<file path="src/fep_pkg.sv">
`timescale 1ns / 1ps

package fep_pkg;

    // Port field widths
    localparam int unsigned PORT_ADDR_W  = 12;
    localparam int unsigned PORT_VALUE_W = 5;
    localparam int unsigned SPREAD_W     = 2;

    // Item kinds
    localparam logic KIND_PROPAGATE = 1'b0;
    localparam logic KIND_READ      = 1'b1;

    // Largest horizontal spread; larger codes saturate to it
    localparam logic [SPREAD_W-1:0] SPREAD_MAX   = 2'd2;
    // Spread code that also decays the cell
    localparam logic [SPREAD_W-1:0] SPREAD_DECAY = 2'd1;

    // First row of every scan pass
    localparam int unsigned FIRST_ROW = 2;

endpackage

</file>
<file path="src/fep_scan.sv">
`timescale 1ns / 1ps

module fep_scan #(
    parameter int unsigned WIDTH  = 32,
    parameter int unsigned HEIGHT = 128,
    parameter int unsigned ADDR_W = 12
) (
    input  logic              clk,
    input  logic              rst_n,
    input  logic              advance,
    output logic [ADDR_W-1:0] src_addr,
    output logic              last
);

    localparam int unsigned COL_W = $clog2(WIDTH);
    localparam int unsigned ROW_W = $clog2(HEIGHT);
    localparam logic [ADDR_W-1:0] START_ADDR = ADDR_W'(fep_pkg::FIRST_ROW * WIDTH);

    logic [COL_W-1:0]  col_reg;
    logic [ROW_W-1:0]  row_reg;
    logic [ADDR_W-1:0] src_reg;
    logic              col_last;
    logic              row_last;

    assign col_last = (col_reg == COL_W'(WIDTH - 1));
    assign row_last = (row_reg == ROW_W'(HEIGHT - 1));

    // Walk down each column, then step to the next column
    always_ff @(posedge clk or negedge rst_n)
    begin
        if (!rst_n)
        begin
            col_reg <= '0;
            row_reg <= ROW_W'(fep_pkg::FIRST_ROW);
            src_reg <= START_ADDR;
        end
        else if (advance)
        begin
            if (!row_last)
            begin
                row_reg <= row_reg + ROW_W'(1);
                src_reg <= src_reg + ADDR_W'(WIDTH);
            end
            else
            begin
                row_reg <= ROW_W'(fep_pkg::FIRST_ROW);
                if (col_last)
                begin
                    col_reg <= '0;
                    src_reg <= START_ADDR;
                end
                else
                begin
                    col_reg <= col_reg + COL_W'(1);
                    src_reg <= START_ADDR + ADDR_W'(col_reg) + ADDR_W'(1);
                end
            end
        end
    end

    assign src_addr = src_reg;
    assign last     = col_last && row_last;

endmodule

</file>
<file path="config.mk">
export PLATFORM = sky130hd
export DESIGN_NAME = fep_scan
export DESIGN_NICKNAME = d
export VERILOG_FILES = /design/src/fep_pkg.sv /design/src/fep_scan.sv
export SDC_FILE = /design/constraint.sdc
export NUM_CORES = 1
export LEC_CHECK = 0
export BUFFER_PORTS_ARGS = -buffer_cell sky130_fd_sc_hd__buf_2
export CORE_ASPECT_RATIO = 1.75
export CORE_MARGIN = 1.5
export CORE_UTILIZATION = 50
export DETAILED_ROUTE_END_ITERATION = 12
export GPL_TIMING_DRIVEN = 0
export PLACE_DENSITY = 0.7
export SLEW_MARGIN = 20
export SYNTH_ARGS = -nofsm -noshare
export SYNTH_HDL_FRONTEND = slang
export SYNTH_SLANG_ARGS = --single-unit
</file>
<file path="constraint.sdc">
create_clock -name clk -period 4.7 [get_ports clk]
set_clock_uncertainty 0.05 [all_clocks]
set_input_delay 0.235 -clock clk [delete_from_list [all_inputs] [get_ports clk]]
set_output_delay 0.235 -clock clk [all_outputs]
set_load 0.01 [all_outputs]
</file>
* Word-level counts from Yosys, hierarchy flattened *
Cells that the tools add are included.

word-level totals
  register bits after elaboration = 24
  output and inout port bits = 13
  logic and storage cells = 16

cells by class
  add/subtract/negate cells = 5
  eq/ne operators = 2
  multiplexer cells = 4
  reductions and logical operators = 2

operators by type and width
  operator                                                          count
  12-bit by 6-bit adder with 12-bit output (second input constant)  1
  12-bit two-way mux                                                1
  8-bit by 1-bit adder with 9-bit output (second input constant)    1
  9-bit two-way mux                                                 1
  7-bit by 5-bit adder with 8-bit output (first input constant)     1
  7-bit by 1-bit adder with 7-bit output (second input constant)    1
  7-bit == test (second input constant)                             1
  7-bit two-way mux                                                 1
  5-bit by 1-bit adder with 5-bit output (second input constant)    1
  5-bit == test (second input constant)                             1
  5-bit two-way mux                                                 1
  2-bit AND reduction                                               1
  1-bit logical AND                                                 1

* Depth between registers and ports, before layout *
Gate-level depths: netlist of run 1.

  depth in word-level cells = 4
  gate-level depth with buffers = 6
  depth with buffers taken out = 6

* Worst setup path after synthesis of run 1 *
OpenSTA, ideal clock, no wires.

  path type = flip-flop to flip-flop
  start = reg col_reg[0]
  end = reg src_reg[0], in the netlist src_addr[0]
  data arrival time = 1.594 ns
  data required time = 4.572 ns
  setup slack = 2.979 ns
  stages on the path, launching flop included = 6
  period minus slack after synthesis = 1.721 ns
  path through = dfrtp_1 -> ha_1 -> and3_1 -> ha_1 -> or3_4 -> o2bb2ai_1

on the way
  longest elaborated chain between the ends = 4

RTL lines
  item                                    RTL line        RTL
  start: declaration                      fep_scan.sv:19  logic [COL_W-1:0] col_reg;
  start signal: assignment                fep_scan.sv:54  col_reg <= col_reg + COL_W'(1);
  7-bit by 5-bit adder with 8-bit output  fep_scan.sv:55  src_reg <= START_ADDR + ADDR_W'(col_reg) + ADDR_W'(1);
  8-bit by 1-bit adder with 9-bit output  fep_scan.sv:55
  9-bit two-way mux (*)                   fep_scan.sv:47  if (col_last)
  12-bit two-way mux (*)                  fep_scan.sv:39  if (!row_last)
  end signal: assignment                  fep_scan.sv:42  src_reg <= src_reg + ADDR_W'(WIDTH);
  end signal: assignment                  fep_scan.sv:55
  end: declaration                        fep_scan.sv:21  logic [ADDR_W-1:0] src_reg;

Every way passes the cells marked *; elsewhere a longest branch is shown, timed or not.
A chain may end at the register's enable or synchronous reset.

* Worst setup path after layout of run 1 *
  start = reg row_reg[1]
  end = out last

on the way
  longest elaborated chain between the ends = 2

RTL lines
  item                      RTL line        RTL
  start: declaration        fep_scan.sv:20  logic [ROW_W-1:0] row_reg;
  start signal: assignment  fep_scan.sv:34  row_reg <= ROW_W'(fep_pkg::FIRST_ROW);
  start signal: assignment  fep_scan.sv:41  row_reg <= row_reg + ROW_W'(1);
  start signal: assignment  fep_scan.sv:46  row_reg <= ROW_W'(fep_pkg::FIRST_ROW);
  7-bit == test             fep_scan.sv:26  assign row_last = (row_reg == ROW_W'(HEIGHT - 1));
  1-bit logical AND         fep_scan.sv:62  assign last = col_last && row_last;
  end: declaration          fep_scan.sv:12  output logic last

Every way passes these cells.

==> run metrics, run 1 <==
Reg2Reg Setup Slack=2810 ps; Arrival @ worst endpoint=1730 ps; WL final=2160 um; FF-to-FF Start=col_reg[0]; final core occ=0.588; CTS max path bufs=2; RSZ-0062 raised after global routing=false; # resized after CTS=0; Setup TNS=0 ps; Setup crit start=row_reg[1]; largest net degree at the start of global routing=25; # hold bufs at CTS=1; core area=2270 um^2; clock insertion delay at the later pin of the skew report=260 ps; Slew Viols, Final=0; fmax=496 MHz; Fin. Hold Viols=0; CTS buffer count=3; Vias/cell=5.75; 1st-iter DRT viols=22; placement row count=23; num ports=16; Clock power frac=0.208; via count=874; Post-Layout Cell Count=152; number of buffers added for setup after CTS=0; sw power=203 uW; die width=39.7 um; post-synth net total=115; synthesized flop and latch total=24; Root Driver=clkbuf_8; LEAKAGE=0.000614 uW; router iterations before antenna repair=4; clk slew on worst S/H paths=80 ps; Setup crit end=last; Die Height=67.3 um; number of flops mapped to enable cells by yosys=0; first-pass GRT wire length=3670 um; Reg2Reg Capture Point=col_reg[3]; # placed instances=147; Syn. warnings=0; Synth Flop Type=dfrtp_1; initial antenna violation count=0; switching share of power=0.339; Comb power frac=0.261; ANT cells=0; Final nets=135; DIE AREA=2670 um^2; Max Cap Viol=0; WHS Path Cells=3; synthesized area per cell=10.9 um^2; H-tree Lvls=1; starting density of the core=0.520; # DRC=0; fillers=204; CP required=4410 ps; Crit Path Max Fanout=4; asr flop ratio synth=1.00; Slew headroom=0.650; Final Cycle Share=0.429; CTS Sinks=24; Layout area overhead=13.2%; pwr/cell area=448 nW/um^2; number of cells on the worst reg-to-reg path=5; Final min period=2020 ps; clock tree from TritonCTS=built; endpoints failing setup=0; Largest register FFs=12; CP startpoint kind=flip-flop; VDD IR max=0.283 mV; post-route ant nets=0; Worst-Margin Slew=525 ps; Setup CP Type=reg -> out; Final GP Congestion=0.772; internal power=396 uW; detailed-placement wirelength estimate=1630 um; Overall Global Routing Usage=0.195; wire per inst=14.2 um; Netlist cell types=41; Seq/Total Area, Yosys=0.511; worst hold path class=in -> reg; critical path capture point type=output pin; layout cells sized above 1=0.236; number of global-route vias before repair=875; GRT overflow=0; number of I/O port buffers=14; Seq pwr share=0.531; status=complete, no violations; Post-Synthesis Cells=108; synthesized area=1180 um^2
==> logic make-up after synthesis <==
logic type,Yosys count,synth area share
xor+xnor,8,0.0593
fa+ha+maj,4,0.0424
compound gates,24,0.138
flops,24,0.511
mux,3,0.0275
simple gates,36,0.184
buf+inv,9,0.0381
==> routing by layer <==
layer / track usage / wire, um / up-vias / share of wire
li1: - / - / 431 / -
met4: 0.0905 / 53 / 0 / 0.025
met3: 0.0296 / 40 / 6 / 0.019
met5: 0 / 0 / - / 0
met1: 0.221 / 886 / 422 / 0.41
met2: 0.340 / 1180 / 15 / 0.55
==> through the flow <==
step,total power (uW),instance area [um^2],hold slack [ps],setup WS (ps)
6_report,600,1340,350,2680
3_3_place_gp,471,1280,186,2820
2_1_floorplan,424,1180,-111,2980
4_1_cts,604,1340,357,2680
5_1_grt,639,1340,381,2620
3_5_place_dp,481,1280,199,2810
==> cell usage in the layout, fill, tap and decap left out, types with 2 or more instances in the layout <==
cell        n
a21oi_1     2
a22o_1      2
a31oi_1     3
and3_1      2
buf_2      15
clkbuf_1    2
clkbuf_2    2
clkbuf_8    3
dfrtp_1    22
dfstp_2     2
ha_1        4
inv_1       4
mux2_2      2
nand2_1     4
nand2b_1    2
nand3_1     3
nand4_1     3
nor2_1      7
nor2b_1     3
o21ai_0     6
o21ai_1     2
o2bb2ai_1   3
o31ai_1     2
or3_1       2
xnor2_1     4
xor2_1      4
==> worst min-delay path by stage <==
stage	start	to
floorplan	rst_n	col_reg[0]
global placement	rst_n	row_reg[6]
detailed placement	rst_n	row_reg[4]
CTS	advance	src_addr[5]
global route	advance	src_addr[5]
finish	advance	src_addr[5]
==> final cells by class <==
type | count | area [um^2] | share of cell area
inverter | 4 | 15.0 | 0.0112
multi-input combinational | 75 | 533 | 0.399
timing repair buffer | 15 | 80.1 | 0.0599
clock buffer | 4 | 45.0 | 0.0337
sequential | 24 | 603 | 0.451
tap | 25 | 31.3 | 0.0234
buffer | 5 | 30.0 | 0.0225
==> critical path, stage by stage (launching register included) <==
cell     delay (ps)
dfstp_2         560
ha_1            220
nand3_1         170
or2_4           290
nor2_1           90
buf_2           130
==> power groups by stage <==
stage,clock (uW),combinational (uW),sequential (uW)
after floorplan,0,99.2,325
after global routing,134,177,328
final,125,157,319
after detailed placement,0,158,323
after CTS,126,160,319
after global placement,0,152,319
==> cells in the mapped netlist (2+ instances only) <==
library cell / count / area share
a21oi_1: 2 / 0.0085
a22o_1: 2 / 0.015
a31oi_1: 3 / 0.016
and3_1: 2 / 0.011
clkbuf_2: 2 / 0.0085
dfrtp_1: 22 / 0.47
dfstp_2: 2 / 0.044
ha_1: 4 / 0.042
inv_1: 4 / 0.013
mux2_2: 2 / 0.019
nand2_1: 4 / 0.013
nand2b_1: 2 / 0.011
nand3_1: 3 / 0.013
nand4_1: 3 / 0.016
nor2_1: 7 / 0.022
nor2b_1: 3 / 0.016
o21ai_0: 6 / 0.025
o21ai_1: 2 / 0.0085
o2bb2ai_1: 3 / 0.022
o31ai_1: 2 / 0.013
or3_1: 2 / 0.011
xnor2_1: 4 / 0.030
xor2_1: 4 / 0.030
Note: power is estimated with default switching activity, not from simulation.
==> run 2, diff against run 1 <==
--- a/config.mk
+++ b/config.mk
@@ -11,7 +11,7 @@
 export CORE_UTILIZATION = 50
 export DETAILED_ROUTE_END_ITERATION = 12
 export GPL_TIMING_DRIVEN = 0
-export PLACE_DENSITY = 0.7
+export PLACE_DENSITY = 0.73
 export SLEW_MARGIN = 20
 export SYNTH_ARGS = -nofsm -noshare
 export SYNTH_HDL_FRONTEND = slang
==> constraint.sdc (replaced) <==
create_clock -name clk -period 1.7 [get_ports clk]
set_clock_uncertainty 0.05 [all_clocks]
set_input_delay 0.085 -clock clk [delete_from_list [all_inputs] [get_ports clk]]
set_output_delay 0.085 -clock clk [all_outputs]
set_load 0.01 [all_outputs]
==> run metrics, run 2 (synthesis gave the netlist of run 1 again) <==
status=complete, but fails checks; failing checks=negative setup slack; VDD IR max=0.831 mV (+190%); 1st-iter DRT viols=15 (-32%); leading cell type in the layout, fill and taps excluded=dfrtp_1; Worst-Margin Slew=545 ps (+20.4 ps); Final Cycle Share=1.00; wire per inst=16.1 um (+13%); # DRC=0 (unchanged); CTS buffer count=3 (unchanged); Final GP Congestion=0.814 (+5.4%); final worst slack=-3.28 ps (-2690 ps); hold wc startpoint=advance; sw power=630 uW (+210%); router iterations before antenna repair=3 (-1); fmax=587 MHz; switching share of power=0.355 (+0.0159); number of I/O port buffers=14 (unchanged); Reg2Reg Capture Point=src_addr[5]; initial antenna violation count=0 (unchanged); pwr/cell area=1180 nW/um^2 (+160%); Clock power frac=0.192 (-0.016); worst hold path class=in -> reg; first-pass GRT wire length=4110 um (+12%); Final nets=143 (+5.9%); number of global-route vias before repair=945 (+8.0%); post-route ant nets=0 (unchanged); detailed-placement wirelength estimate=1670 um (+2.3%); Slew headroom=0.637 (-0.0136); Final min period=1700 ps; via count=934 (+6.9%); most frequent cells in the layout=dfrtp_1, buf_2, buf_4; starting density of the core=0.520 (unchanged); Comb power frac=0.301 (+0.040); clock tree from TritonCTS=built; Setup CP Type=reg -> reg; num ports=16 (unchanged); ANT cells=0 (unchanged); Max Cap Viol=0 (unchanged); GRT overflow=0 (unchanged); Setup TNS=-3.28 ps (-3.28 ps); final core occ=0.663 (+0.0743); RSZ-0062 raised after global routing=true; Root Driver=clkbuf_8; FF-to-FF Start=row_reg[1]; Fin. Hold Viols=0 (unchanged); LEAKAGE=0.000645 uW (+5.0%); Post-Layout Cell Count=160 (+5.3%); Worst Hold Path EP=row_reg[4]; internal power=1150 uW (+190%); # placed instances=147 (unchanged); Slew Viols, Final=0 (unchanged); core area=2270 um^2 (unchanged); Vias/cell=5.84 (+1.5%); clock insertion delay at the later pin of the skew report=260 ps (about the same); critical path capture point type=flip-flop; endpoints failing setup=1 (+1); WL final=2580 um (+19%); H-tree Lvls=1 (unchanged); Overall Global Routing Usage=0.226 (+0.0304); Die Height=67.3 um (unchanged); crit path cell chain=ha_4, nand3_4, or2_4, buf_4, a221o_1; layout cells sized above 1=0.370 (+0.134); CTS max path bufs=2 (unchanged); WHS Path Cells=3 (unchanged); placement row count=23 (unchanged); CP required=1800 ps (-2610 ps); Largest register FFs=12 (unchanged); slowest CP cell=dfstp_2; number of cells on the worst reg-to-reg path=5 (unchanged); Placed Area=1280 um^2 (+0.19%); fillers=163 (-20%); Layout area overhead=27.5%; crit-path max cell delay=560 ps (about the same); Reg2Reg Setup Slack=-3 ps (-2810 ps); die width=39.7 um (unchanged); Arrival @ worst endpoint=1810 ps (+80 ps); Seq pwr share=0.507 (-0.024); largest net degree at the start of global routing=25 (unchanged); CTS Sinks=24 (unchanged); CP startpoint kind=flip-flop; clk slew on worst S/H paths=80 ps (about the same); Crit Path Max Fanout=4 (unchanged); DIE AREA=2670 um^2 (unchanged); Final Cell Area=1510 um^2 (+13%)
run 2: how the worst max path moves through the flow:
stage,from,to,slack [ps]
finish,row_reg[1],src_addr[5],-3
global route,row_reg[1],src_addr[5],-30
CTS,col_reg[0],src_addr[5],3
detailed placement,row_reg[1],col_reg[4],-160
global placement,row_reg[1],col_reg[4],-140
floorplan,col_reg[0],src_addr[0],20
run 2: critical path: cells and delay by family (launching register included):
kind            cells  cell delay, ps
flops               1             560
simple gates        2             360
compound gates      1             310
fa+ha+maj           1             170
buf+inv             1             150
run 2: power by group through the flow:
stage	registers, uW	clock network, uW	logic (uW)
3_3_place_gp	883	0	420
6_report	901	341	533
4_1_cts	897	351	504
5_1_grt	924	374	600
2_1_floorplan	898	0	274
3_5_place_dp	899	0	442
run 2: per-layer routing:
metal,track usage,up-vias,part of all wire
li1,-,449,-
met1,0.237,470,0.41
met2,0.426,11,0.56
met3,0.0296,4,0.015
met4,0.0776,0,0.013
met5,0,-,0
run 2: stage by stage:
| step | power (uW) | hold slack, ps | setup slack [ps] |
|---|---|---|---|
| 2_1_floorplan | 1170 | -261 | 19.6 |
| 3_3_place_gp | 1300 | 36.2 | -138 |
| 3_5_place_dp | 1340 | 48.9 | -159 |
| 4_1_cts | 1750 | 193 | 3.08 |
| 5_1_grt | 1900 | 222 | -28.8 |
| 6_report | 1770 | 214 | -3.28 |
run 2: area by class of cell:
type	instances	area (um^2)	area share
Multi-Input combinational cell	75	634	0.421
Tap cell	25	31.3	0.0208
Clock buffer	4	45.0	0.0299
Timing Repair Buffer	23	146	0.0972
Sequential cell	24	604	0.401
Inverter	4	15.0	0.00997
Buffer	5	30.0	0.0199
run 2: timing repair:
action | 4_1_cts | 5_1_grt
setup buffers | 5 | 3
hold buffers | 1 | 0
gates resized for setup | 11 | 9
pin swaps | 3 | 5
setup endpoints to repair | 9 | 12
endpoints found under the hold margin | 22 | 0
